`config.mk`:
```
export PLATFORM = sky130hd
export DESIGN_NAME = button_debounce_long_press
export DESIGN_NICKNAME = d
export VERILOG_FILES = /design/src/rtl/core/bdlp_pkg.sv /design/src/rtl/core/bdlp_button.sv /design/src/rtl/core/button_debounce_long_press.sv
export VERILOG_INCLUDE_DIRS = /design/src /design/src/rtl/core
export SDC_FILE = /design/constraint.sdc
export NUM_CORES = 1
export LEC_CHECK = 0
export ABC_AREA = 1
export BUFFER_PORTS_ARGS = -buffer_cell sky130_fd_sc_hd__buf_4
export CORE_ASPECT_RATIO = 0.8
export CORE_MARGIN = 10
export CORE_UTILIZATION = 40
export CTS_CLUSTER_DIAMETER = 40
export CTS_CLUSTER_SIZE = 24
export DETAILED_ROUTE_END_ITERATION = 12
export GPL_ROUTABILITY_DRIVEN = 0
export HOLD_SLACK_MARGIN = 0.1
export PLACE_DENSITY = 0.66
export SYNTH_ARGS = -nofsm -noshare
export SYNTH_HDL_FRONTEND = slang
export SYNTH_SLANG_ARGS = --single-unit
```
`constraint.sdc`:
```
create_clock -name i_clk -period 9.7 [get_ports i_clk]
set_input_delay 0.97 -clock i_clk [delete_from_list [all_inputs] [get_ports i_clk]]
set_output_delay 0.97 -clock i_clk [all_outputs]
set_load 0.02 [all_outputs]
```
`src/rtl/core/button_debounce_long_press_defines.svh`:
```
// Assertion macros for the button debounce block.
`ifndef BUTTON_DEBOUNCE_LONG_PRESS_DEFINES_SVH
`define BUTTON_DEBOUNCE_LONG_PRESS_DEFINES_SVH

`ifndef SYNTHESIS

// Clocked assertion with explicit clock and active-low reset.
`define BDLP_ASSERT_CLK(lbl, clk, rst_n, prop) \
    lbl: assert property (@(posedge clk) disable iff (!rst_n) (prop)) \
        else $error("bdlp assertion failed");

// Same, on the block's own clock and reset.
`define BDLP_ASSERT(lbl, prop) \
    `BDLP_ASSERT_CLK(lbl, i_clk, i_rst_n, prop)

`else

`define BDLP_ASSERT_CLK(lbl, clk, rst_n, prop)
`define BDLP_ASSERT(lbl, prop)

`endif

`endif

```
`src/rtl/core/bdlp_pkg.sv`:
```
package bdlp_pkg;

    localparam int FIELD_W         = 4;   // width of every mask field
    localparam int NUM_BUTTONS_DEF = 4;
    localparam int DB_W            = 8;
    localparam int LP_W            = 16;
    localparam int ADDR_W          = 4;
    localparam int DATA_W          = 32;

    // register indexes (paddr[3:2])
    localparam logic [1:0] REG_DEBOUNCE   = 2'd0;
    localparam logic [1:0] REG_LONG_PRESS = 2'd1;
    localparam logic [1:0] REG_IDLE       = 2'd2;

    localparam logic [DB_W-1:0]    DEBOUNCE_RST   = 8'd3;
    localparam logic [LP_W-1:0]    LONG_PRESS_RST = 16'd100;
    localparam logic [FIELD_W-1:0] IDLE_RST       = 4'hC;

    typedef struct packed {
        logic push;
        logic rel;
        logic longp;
    } t_btn_evt;

endpackage

```
`src/rtl/core/bdlp_button.sv`:
```
module bdlp_button import bdlp_pkg::*; #(
    parameter logic RESET_LEVEL = 1'b0
) (
    input  logic            i_clk,
    input  logic            i_rst_n,
    input  logic            i_en,
    input  logic            i_raw,
    input  logic            i_idle,
    input  logic [DB_W-1:0] i_db_polls,
    input  logic [LP_W-1:0] i_lp_polls,
    output t_btn_evt        o_evt
);

    logic            r_stable;
    logic [DB_W-1:0] r_db_cnt;
    logic            r_active;
    logic [LP_W-1:0] r_lp_cnt;

    logic            n_stable;
    logic [DB_W-1:0] n_db_cnt;
    logic            n_active;
    logic [LP_W-1:0] n_lp_cnt;

    logic            w_differ;
    logic [DB_W-1:0] w_db_inc;
    logic            w_flip;
    logic            w_push;
    logic            w_rel;
    logic            w_act;
    logic [LP_W-1:0] w_lp_cnt;
    logic            w_long;

    always_comb begin
        w_differ = i_raw != r_stable;
        w_db_inc = r_db_cnt + 1'b1;
        w_flip   = w_differ && (w_db_inc >= i_db_polls);
        w_push   = w_flip && (i_raw != i_idle);
        w_rel    = w_flip && (i_raw == i_idle);

        n_stable = w_flip ? i_raw : r_stable;
        n_db_cnt = (w_differ && !w_flip) ? w_db_inc : '0;

        // tracker: armed by push, counts quiet ticks, restarts from zero once past the long-press threshold
        w_act    = r_active | w_push;
        w_lp_cnt = (w_act && !w_push && !w_rel) ? r_lp_cnt + 1'b1 : r_lp_cnt;
        w_long   = w_lp_cnt > i_lp_polls;

        if (w_long) begin
            n_lp_cnt = '0;
            n_active = w_act;
        end else if (w_rel) begin
            n_lp_cnt = '0;
            n_active = 1'b0;
        end else begin
            n_lp_cnt = w_lp_cnt;
            n_active = w_act;
        end

        o_evt.push  = w_push;
        o_evt.rel   = w_rel;
        o_evt.longp = w_long;
    end

    always_ff @(posedge i_clk) begin
        if (!i_rst_n) begin
            r_stable <= RESET_LEVEL;
            r_db_cnt <= '0;
            r_active <= 1'b0;
            r_lp_cnt <= '0;
        end else if (i_en) begin
            r_stable <= n_stable;
            r_db_cnt <= n_db_cnt;
            r_active <= n_active;
            r_lp_cnt <= n_lp_cnt;
        end
    end

endmodule

```
`src/rtl/core/button_debounce_long_press.sv`:
```
// Path: an accepted input word passes through the input register and the result register to m_axis.
// Throughput: one word per cycle; while a result waits, one more input word is
// taken into the input register, then s_axis_tready drops until it drains.
// Reset (i_rst_n, synchronous, active low): registers back to 3/100/12,
// stable levels to the idle bits of 12, all counters and trackers cleared.
`include "button_debounce_long_press_defines.svh"

module button_debounce_long_press import bdlp_pkg::*; #(
    parameter int NUM_BUTTONS = NUM_BUTTONS_DEF
) (
    input  logic              i_clk,
    input  logic              i_rst_n,
    // input stream
    input  logic              s_axis_tvalid,
    output logic              s_axis_tready,
    input  logic [7:0]        s_axis_tdata,   // [3:0] raw_levels
    // result stream
    output logic              m_axis_tvalid,
    input  logic              m_axis_tready,
    output logic [15:0]       m_axis_tdata,   // [3:0] pushed_mask,
                                              // [7:4] released_mask,
                                              // [11:8] long_press_mask
    // configuration
    input  logic              psel,
    input  logic              penable,
    input  logic              pwrite,
    input  logic [ADDR_W-1:0] paddr,
    input  logic [DATA_W-1:0] pwdata,
    output logic [DATA_W-1:0] prdata,
    output logic              pready
);

    // Buttons beyond the 4-bit fields see raw 0 and idle 0; their events
    // are computed but dropped from the masks.
    localparam int PadW = (NUM_BUTTONS > FIELD_W) ? NUM_BUTTONS : FIELD_W;
    localparam logic [PadW-1:0] RstLvl = PadW'(IDLE_RST);

    // ---------------- configuration registers ----------------
    logic [DB_W-1:0]    r_db_polls;
    logic [LP_W-1:0]    r_lp_polls;
    logic [FIELD_W-1:0] r_idle;
    logic               w_cfg_wr;

    assign pready   = 1'b1;
    assign w_cfg_wr = psel && penable && pwrite && pready;

    always_ff @(posedge i_clk) begin
        if (!i_rst_n) begin
            r_db_polls <= DEBOUNCE_RST;
            r_lp_polls <= LONG_PRESS_RST;
            r_idle     <= IDLE_RST;
        end else if (w_cfg_wr) begin
            case (paddr[3:2])
                REG_DEBOUNCE:   r_db_polls <= pwdata[DB_W-1:0];
                REG_LONG_PRESS: r_lp_polls <= pwdata[LP_W-1:0];
                REG_IDLE:       r_idle     <= pwdata[FIELD_W-1:0];
                default: ;
            endcase
        end
    end

    always_comb begin
        case (paddr[3:2])
            REG_DEBOUNCE:   prdata = DATA_W'(r_db_polls);
            REG_LONG_PRESS: prdata = DATA_W'(r_lp_polls);
            REG_IDLE:       prdata = DATA_W'(r_idle);
            default:        prdata = '0;
        endcase
    end

    // ---------------- input register ----------------
    // One word waits here; it is processed (and the button state updated)
    // in the cycle it moves into the result register.
    logic               r_in_valid;
    logic [FIELD_W-1:0] r_raw;
    logic               w_adv;

    assign w_adv         = r_in_valid && (!m_axis_tvalid || m_axis_tready);
    assign s_axis_tready = !r_in_valid || w_adv;

    always_ff @(posedge i_clk) begin
        if (!i_rst_n) begin
            r_in_valid <= 1'b0;
        end else if (s_axis_tready) begin
            r_in_valid <= s_axis_tvalid;
        end
    end

    always_ff @(posedge i_clk) begin
        if (s_axis_tvalid && s_axis_tready) begin
            r_raw <= s_axis_tdata[FIELD_W-1:0];
        end
    end

    // ---------------- per-button cells ----------------
    logic [PadW-1:0] w_raw_pad;
    logic [PadW-1:0] w_idle_pad;
    logic [PadW-1:0] w_push;
    logic [PadW-1:0] w_rel;
    logic [PadW-1:0] w_long;

    assign w_raw_pad  = PadW'(r_raw);
    assign w_idle_pad = PadW'(r_idle);

    for (genvar gi = 0; gi < PadW; gi++) begin : g_btn
        if (gi < NUM_BUTTONS) begin : g_on
            t_btn_evt w_evt;

            bdlp_button #(
                .RESET_LEVEL (RstLvl[gi])
            ) u_btn (
                .i_clk      (i_clk),
                .i_rst_n    (i_rst_n),
                .i_en       (w_adv),
                .i_raw      (w_raw_pad[gi]),
                .i_idle     (w_idle_pad[gi]),
                .i_db_polls (r_db_polls),
                .i_lp_polls (r_lp_polls),
                .o_evt      (w_evt)
            );

            assign w_push[gi] = w_evt.push;
            assign w_rel[gi]  = w_evt.rel;
            assign w_long[gi] = w_evt.longp;
        end else begin : g_off
            assign w_push[gi] = 1'b0;
            assign w_rel[gi]  = 1'b0;
            assign w_long[gi] = 1'b0;
        end
    end

    // ---------------- result register ----------------
    logic               r_out_valid;
    logic [FIELD_W-1:0] r_pushed;
    logic [FIELD_W-1:0] r_released;
    logic [FIELD_W-1:0] r_longp;

    always_ff @(posedge i_clk) begin
        if (!i_rst_n) begin
            r_out_valid <= 1'b0;
        end else if (w_adv) begin
            r_out_valid <= 1'b1;
        end else if (m_axis_tready) begin
            r_out_valid <= 1'b0;
        end
    end

    always_ff @(posedge i_clk) begin
        if (w_adv) begin
            r_pushed   <= w_push[FIELD_W-1:0];
            r_released <= w_rel[FIELD_W-1:0];
            r_longp    <= w_long[FIELD_W-1:0];
        end
    end

    assign m_axis_tvalid = r_out_valid;
    assign m_axis_tdata  = {4'b0000, r_longp, r_released, r_pushed};

    // ---------------- assertions ----------------
    // a button cannot both push and release on one tick
    `BDLP_ASSERT(a_push_rel_excl, !m_axis_tvalid || ((r_pushed & r_released) == '0))
    // a processed word always lands in the result register
    `BDLP_ASSERT(a_adv_fills_out, w_adv |=> m_axis_tvalid)
    // both stages full and stalled: input must be held off
    `BDLP_ASSERT(a_full_blocks, (r_in_valid && m_axis_tvalid && !m_axis_tready) |-> !s_axis_tready)

endmodule
```
* Word level (Yosys, flattened, before mapping) *
Index checks and enable logic that the tools add are counted.

cells by class
  $add $sub $neg = 8
  magnitude comparators = 8
  equal/unequal tests = 14
  muxes and demuxes = 27
  bitwise logic cells = 4
  reductions and logical operators = 53

operator list
  operator               number
  $mux 16                12
  $add 16x1->16 const B  4
  $gt 16x16->1           4
  $pmux 16 s3            1
  $add 8x1->8 const B    4
  $ge 8x8->1             4
  $mux 8                 4
  $logic_and 1x1->1      28
  $logic_not 1->1        14
  $reduce_and 2->1       7
  $mux 1                 10
  $ne 1x1->1             8
  $eq 1x1->1             4
  $or 1x1->1             4
  $eq 2x1->1 const B     1
  $eq 2x2->1 const B     1
  $logic_not 2->1        1
  $logic_or 1x1->1       2
  $reduce_bool 2->1      1

storage, ports and cells
  flip-flop bits (word level) = 150
  input bits = 51
  output and inout bits = 51
  logic and storage cells = 139

* Longest topological paths before layout *
  depth after elaboration = 10
  gate-level depth with buffers = 30
  depth with buffers taken out = 28

* Modules after synthesis *
From an unflattened synthesis, not the netlist that was laid out.

second synthesis, totals
  cells, all modules = 1797
  area total of the unflattened synthesis = 11616.1 µm²

modules (own cells, without submodules)
  module                              instances  cells an instance  area an instance (µm²)  seq. area each (µm²)
  bdlp_button at g_btn[2].g_on.u_btn  1          384                2402.3                  520.5
  bdlp_button at g_btn[0].g_on.u_btn  1          385                2392.3                  520.5
  bdlp_button at g_btn[3].g_on.u_btn  1          385                2378.5                  520.5
  bdlp_button at g_btn[1].g_on.u_btn  1          380                2363.5                  520.5
  button_debounce_long_press          1          263                2079.5                  1081.0

* Worst setup path after synthesis *
Ideal clock, no wire load.

  path kind = reg2reg
  start point = register g_btn[1].g_on.u_btn.r_db_cnt[0]
  end point = register g_btn[1].g_on.u_btn.r_lp_cnt[14]
  library setup time = 0.131 ns
  arrival = 3.228 ns
  data required time = 9.569 ns
  path slack = 6.341 ns
  cell stages (with the launch flop) = 26
  buffers on the path = 2
  clock period less this slack = 3.359 ns
  cells stage by stage = dfxtp_1 -> ha_1 -> nand3_1 -> nand3b_1 -> xnor2_1 -> ha_1 -> nand2_1 -> o21a_1 -> nand2_4 -> nand2_2 -> buf_6 -> nand2_1 -> nand2_1 -> nand2_1 -> inv_1 -> ha_1 -> nand2_1 -> nor2_1 -> nand2_1 -> nand2_1 -> nand2_1 -> a21oi_1 -> nor2_4 -> buf_4 -> nand2_1 -> a21oi_2

between the ends
  cells in the longest elaborated chain, start to end = 10
  elaborated cells on any way between the ends = 14
  classes of those cells = add/sub: 1; order compare: 2; mux: 3; bitwise: 1; reduce/logical: 7

ends and longest elaborated chain
  element                                               RTL line                              source
  from (decl)                                           bdlp_button.sv:15                     logic [DB_W-1:0] r_db_cnt;
  from (signal assigned)                                bdlp_button.sv:72                     r_db_cnt <= n_db_cnt;
  $add 8x1->8 (*)                                       bdlp_button.sv:35                     w_db_inc = r_db_cnt + 1'b1;
  $ge 8x8->1 (*)                                        bdlp_button.sv:36                     w_flip = w_differ && (w_db_inc >= i_db_polls);
  $logic_and 1x1->1 (*)                                 bdlp_button.sv:36
  $logic_and 1x1->1                                     bdlp_button.sv:37                     w_push = w_flip && (i_raw != i_idle);
  $or 1x1->1 / $logic_not 1->1 (equally long branches)  bdlp_button.sv:44, bdlp_button.sv:45
  $logic_and 1x1->1                                     bdlp_button.sv:45                     w_lp_cnt = (w_act && !w_push && !w_rel) ? r_lp_cnt + 1'b1 : r_lp_cnt;
  $logic_and 1x1->1 (*)                                 bdlp_button.sv:45
  $mux 16 (*)                                           bdlp_button.sv:45
  $gt 16x16->1 (*)                                      bdlp_button.sv:46                     w_long = w_lp_cnt > i_lp_polls;
  via g_btn[1].g_on.u_btn.w_long                        bdlp_button.sv:31                     logic w_long;
  $mux 16 (*)                                           bdlp_button.sv:48                     if (w_long) begin
  to (signal assigned)                                  bdlp_button.sv:74                     r_lp_cnt <= n_lp_cnt;
  to (decl)                                             bdlp_button.sv:17                     logic [LP_W-1:0] r_lp_cnt;

The timed path passes the listed nets; every way through them passes the cells marked *.
A chain may end at the register's enable or synchronous reset.

* Worst setup path after layout *
  start point = register g_btn[1].g_on.u_btn.r_db_cnt[0]
  end point = register g_btn[1].g_on.u_btn.r_lp_cnt[3]

The elaborated chain is that of the path after synthesis.

==> out/results.tsv <==
metric	value	unit
status	completed	
drv_slew	0	
start_util	40.7	%
hold_viol_final	0	
final_net_count	1812	
critPathRequiredTime	10.05	ns
fin_worst_skew	0.0122	ns
mappedNetlistArea	0.0107	mm2
synth_edf_count	16	
maxClockFrequency	235	MHz
worstMarginPinSlew	1.15	ns
ys_types	40	
grt_util_all_layers	17.0	%
synthMostInstantiatedCell	nand2_1	
critPathTopFamily	simple AND/OR/NAND/NOR gates	
fin_ws	5.45	ns
drive_gt1_share	7.54	%
path_max_fanout	30	
cts-root-buf	clkbuf_16	
setup_viol_count_final	0	
post-route-util	45.0	%
rrSetupSlack	5.45	ns
slowest_delay	0.42	ns
worstSetupEndpointType	flip-flop	
dpl_cell_area	0.0113	mm2
rsz0062_at_grt	false	
final_antenna_net_count	0	
critPathLaunchType	flip-flop	
synthCells	1629	
slew_headroom	23.0	%
ys_ff_latch	150	
cts_buffers	17	
maxCapViolations	0	
grt_pass1_wl	47.0	mm
hold_path.class	flip-flop to flip-flop	
finalPower	0.00145	W
cpMaxStageDelayCell	dfxtp_1	
path_buf_inv	1	
cts.repair.resized	0	
dieHeight	166	um
drc	0	
wirelength	28.7	mm
dp_hpwl	20.6	mm
arrival	4.60	ns
htreeDepth	4	
synthSimpleGateAreaFrac	32.6	%
overflow	0	
timing_worst_setup_path_type	flip-flop to flip-flop	
yosysSeqAreaShare	29.5	%
cts_hold_buf	0	
power.static_leakage	5.60	nW
coreArea	0.0263	mm2
synth_common_cells	nand2_1 (552), inv_1 (219), a21oi_1 (148), dfxtp_1 (134), ha_1 (104)	
synth_compound_area_share	10.3	%
clock_path_buffers	2	
clkTransAtPathRegs	0.06	ns
p_per_area	123	mW/mm2
cpMostUsedCell	nand2_1	
avgRoutedWirePerCell	14.2	um
clk_latency	0.44	ns
cts_tree	yes	
fin_area	0.0118	mm2
grt_pass1_vias	9220	
synth_top_family_by_area	simple AND/OR/NAND/NOR gates	
tns	0	ns
synthAdderAreaFrac	12.1	%
synth.area.top_cells	dfxtp_1 (25%), nand2_1 (19%), ha_1 (12%)	
syn_area_per_cell	6.58	um2
drt_iter0_drc	654	
path_cells	ha_1 > nand3_1 > nand3b_1 > xnor2_1 > ha_1 > nand2_1 > o21a_1 > nand2_4 > nand2_2 > nand2_1 > nand2_1 > nand2_1 > inv_1 > ha_1 > nand2_1 > nor2_1 > nand4_1 > nor2_1 > a21oi_1 > nor2_4 > nand2_1 > a21oi_1	
grt_max_degree	97	
dp_slack	5.49	ns
synth-warning-count	0	
cts_setup_buffers	0	
synth.top_cell.area_share	25.0	%
ir_worst_vdd	0.122	mV
antenna_found_initial	0	
synth_xor_area_share	3.43	%
antenna_cells	0	
dr.pass1.iters	5	
die_x	203	um
yosys.area.top_type	dfxtp_1	
synth_flop_cell	dfxtp_1	
vias_per_cell	4.91	
die-area	0.0338	mm2
layout_min_cycle_time	4.25	ns
period_share	43.8	%
via_count	9945	
fp-row-count	53	
postSynth.asyncResetShare	0	%
clock_sinks	150	
syn2layout_area_growth	10.5	%
port_buffers	58	
muxShareOfSynthArea	0	%
num_io_pins	102	
-- registers in the layout, summed over array words and instances, names as in the netlist --
register,cells
r_lp_polls,16
r_released,4
g_btn.g_on.u_btn.r_lp_cnt,64
r_raw,4
r_in_valid,1
r_longp,4
r_db_polls,8
g_btn.g_on.u_btn.r_db_cnt,32
m_axis_tvalid,1
g_btn.g_on.u_btn.r_active,4
g_btn.g_on.u_btn.r_stable,4
r_idle,4
r_pushed,4
-- final cells by class --
cell class	count	area [um2]
Fill cell	2681	14500
Sequential cell	150	3160
Multi-Input combinational cell	1199	6350
Timing Repair Buffer	61	458
Inverter	228	856
Clock buffer	19	433
Tap cell	357	447
Clock inverter	13	133
-- path summary, 6_finish.rpt --
path,cells after the start,endpoint,start
max,22,g_btn[1].g_on.u_btn.r_lp_cnt[3]$_SDFFE_PN0P_,g_btn[1].g_on.u_btn.r_db_cnt[0]$_SDFFE_PN0P_
min,2,g_btn[0].g_on.u_btn.r_db_cnt[7]$_SDFFE_PN0P_,g_btn[0].g_on.u_btn.r_db_cnt[7]$_SDFFE_PN0P_
max reg2reg,22,g_btn[1].g_on.u_btn.r_lp_cnt[3]$_SDFFE_PN0P_,g_btn[1].g_on.u_btn.r_db_cnt[0]$_SDFFE_PN0P_
min reg2reg,2,g_btn[0].g_on.u_btn.r_db_cnt[7]$_SDFFE_PN0P_,g_btn[0].g_on.u_btn.r_db_cnt[7]$_SDFFE_PN0P_
-- routing by layer --
metal,global-route usage (%),vias up,part of all wire (%)
met2,26.4,222,43
met1,23.4,4494,50
met3,3.26,29,5.4
met4,5.05,0,1.8
met5,0,-,0
li1,-,5200,-
-- through the flow --
stage	hold WS (ns)	std cells
final	0.481	2027
after global routing	0.503	2027
after CTS	0.483	2027
after detailed placement	0.473	1995
after global placement	0.466	1995
after floorplan	0.456	1648
-- worst min-delay path: stages, from the launching register on --
cell     delay, ns
dfxtp_1       0.32
nand2_1       0.06
a21oi_1       0.05
-- where the power goes --
part | total, W | switching, W | internal, W | leakage [nW]
Clock | 0.000657 | 0.000280 | 0.000377 | 0.260
Sequential | 0.000642 | 0.00000706 | 0.000635 | 1.24
Combinational | 0.000154 | 0.000113 | 0.0000410 | 4.10
-- layout by cell type, fill, tap and decap left out, types with 21 or more instances in the layout --
| master | n |
|---|---|
| nand2_1 | 551 |
| nand3_1 | 93 |
| ha_1 | 104 |
| inv_1 | 219 |
| a21oi_1 | 148 |
| conb_1 | 21 |
| nand4_1 | 21 |
| xor2_1 | 24 |
| o21ai_0 | 30 |
| dfxtp_1 | 134 |
| nor2_1 | 96 |
| buf_4 | 61 |
| nor3_1 | 21 |
-- logic make-up after synthesis --
group / Yosys count
xor+xnor: 42
compound gates: 206
flops: 150
fa+ha+maj: 104
buf+inv: 299
simple gates: 826
other cells: 2
No activity file was read; power rests on OpenSTA's default activity.
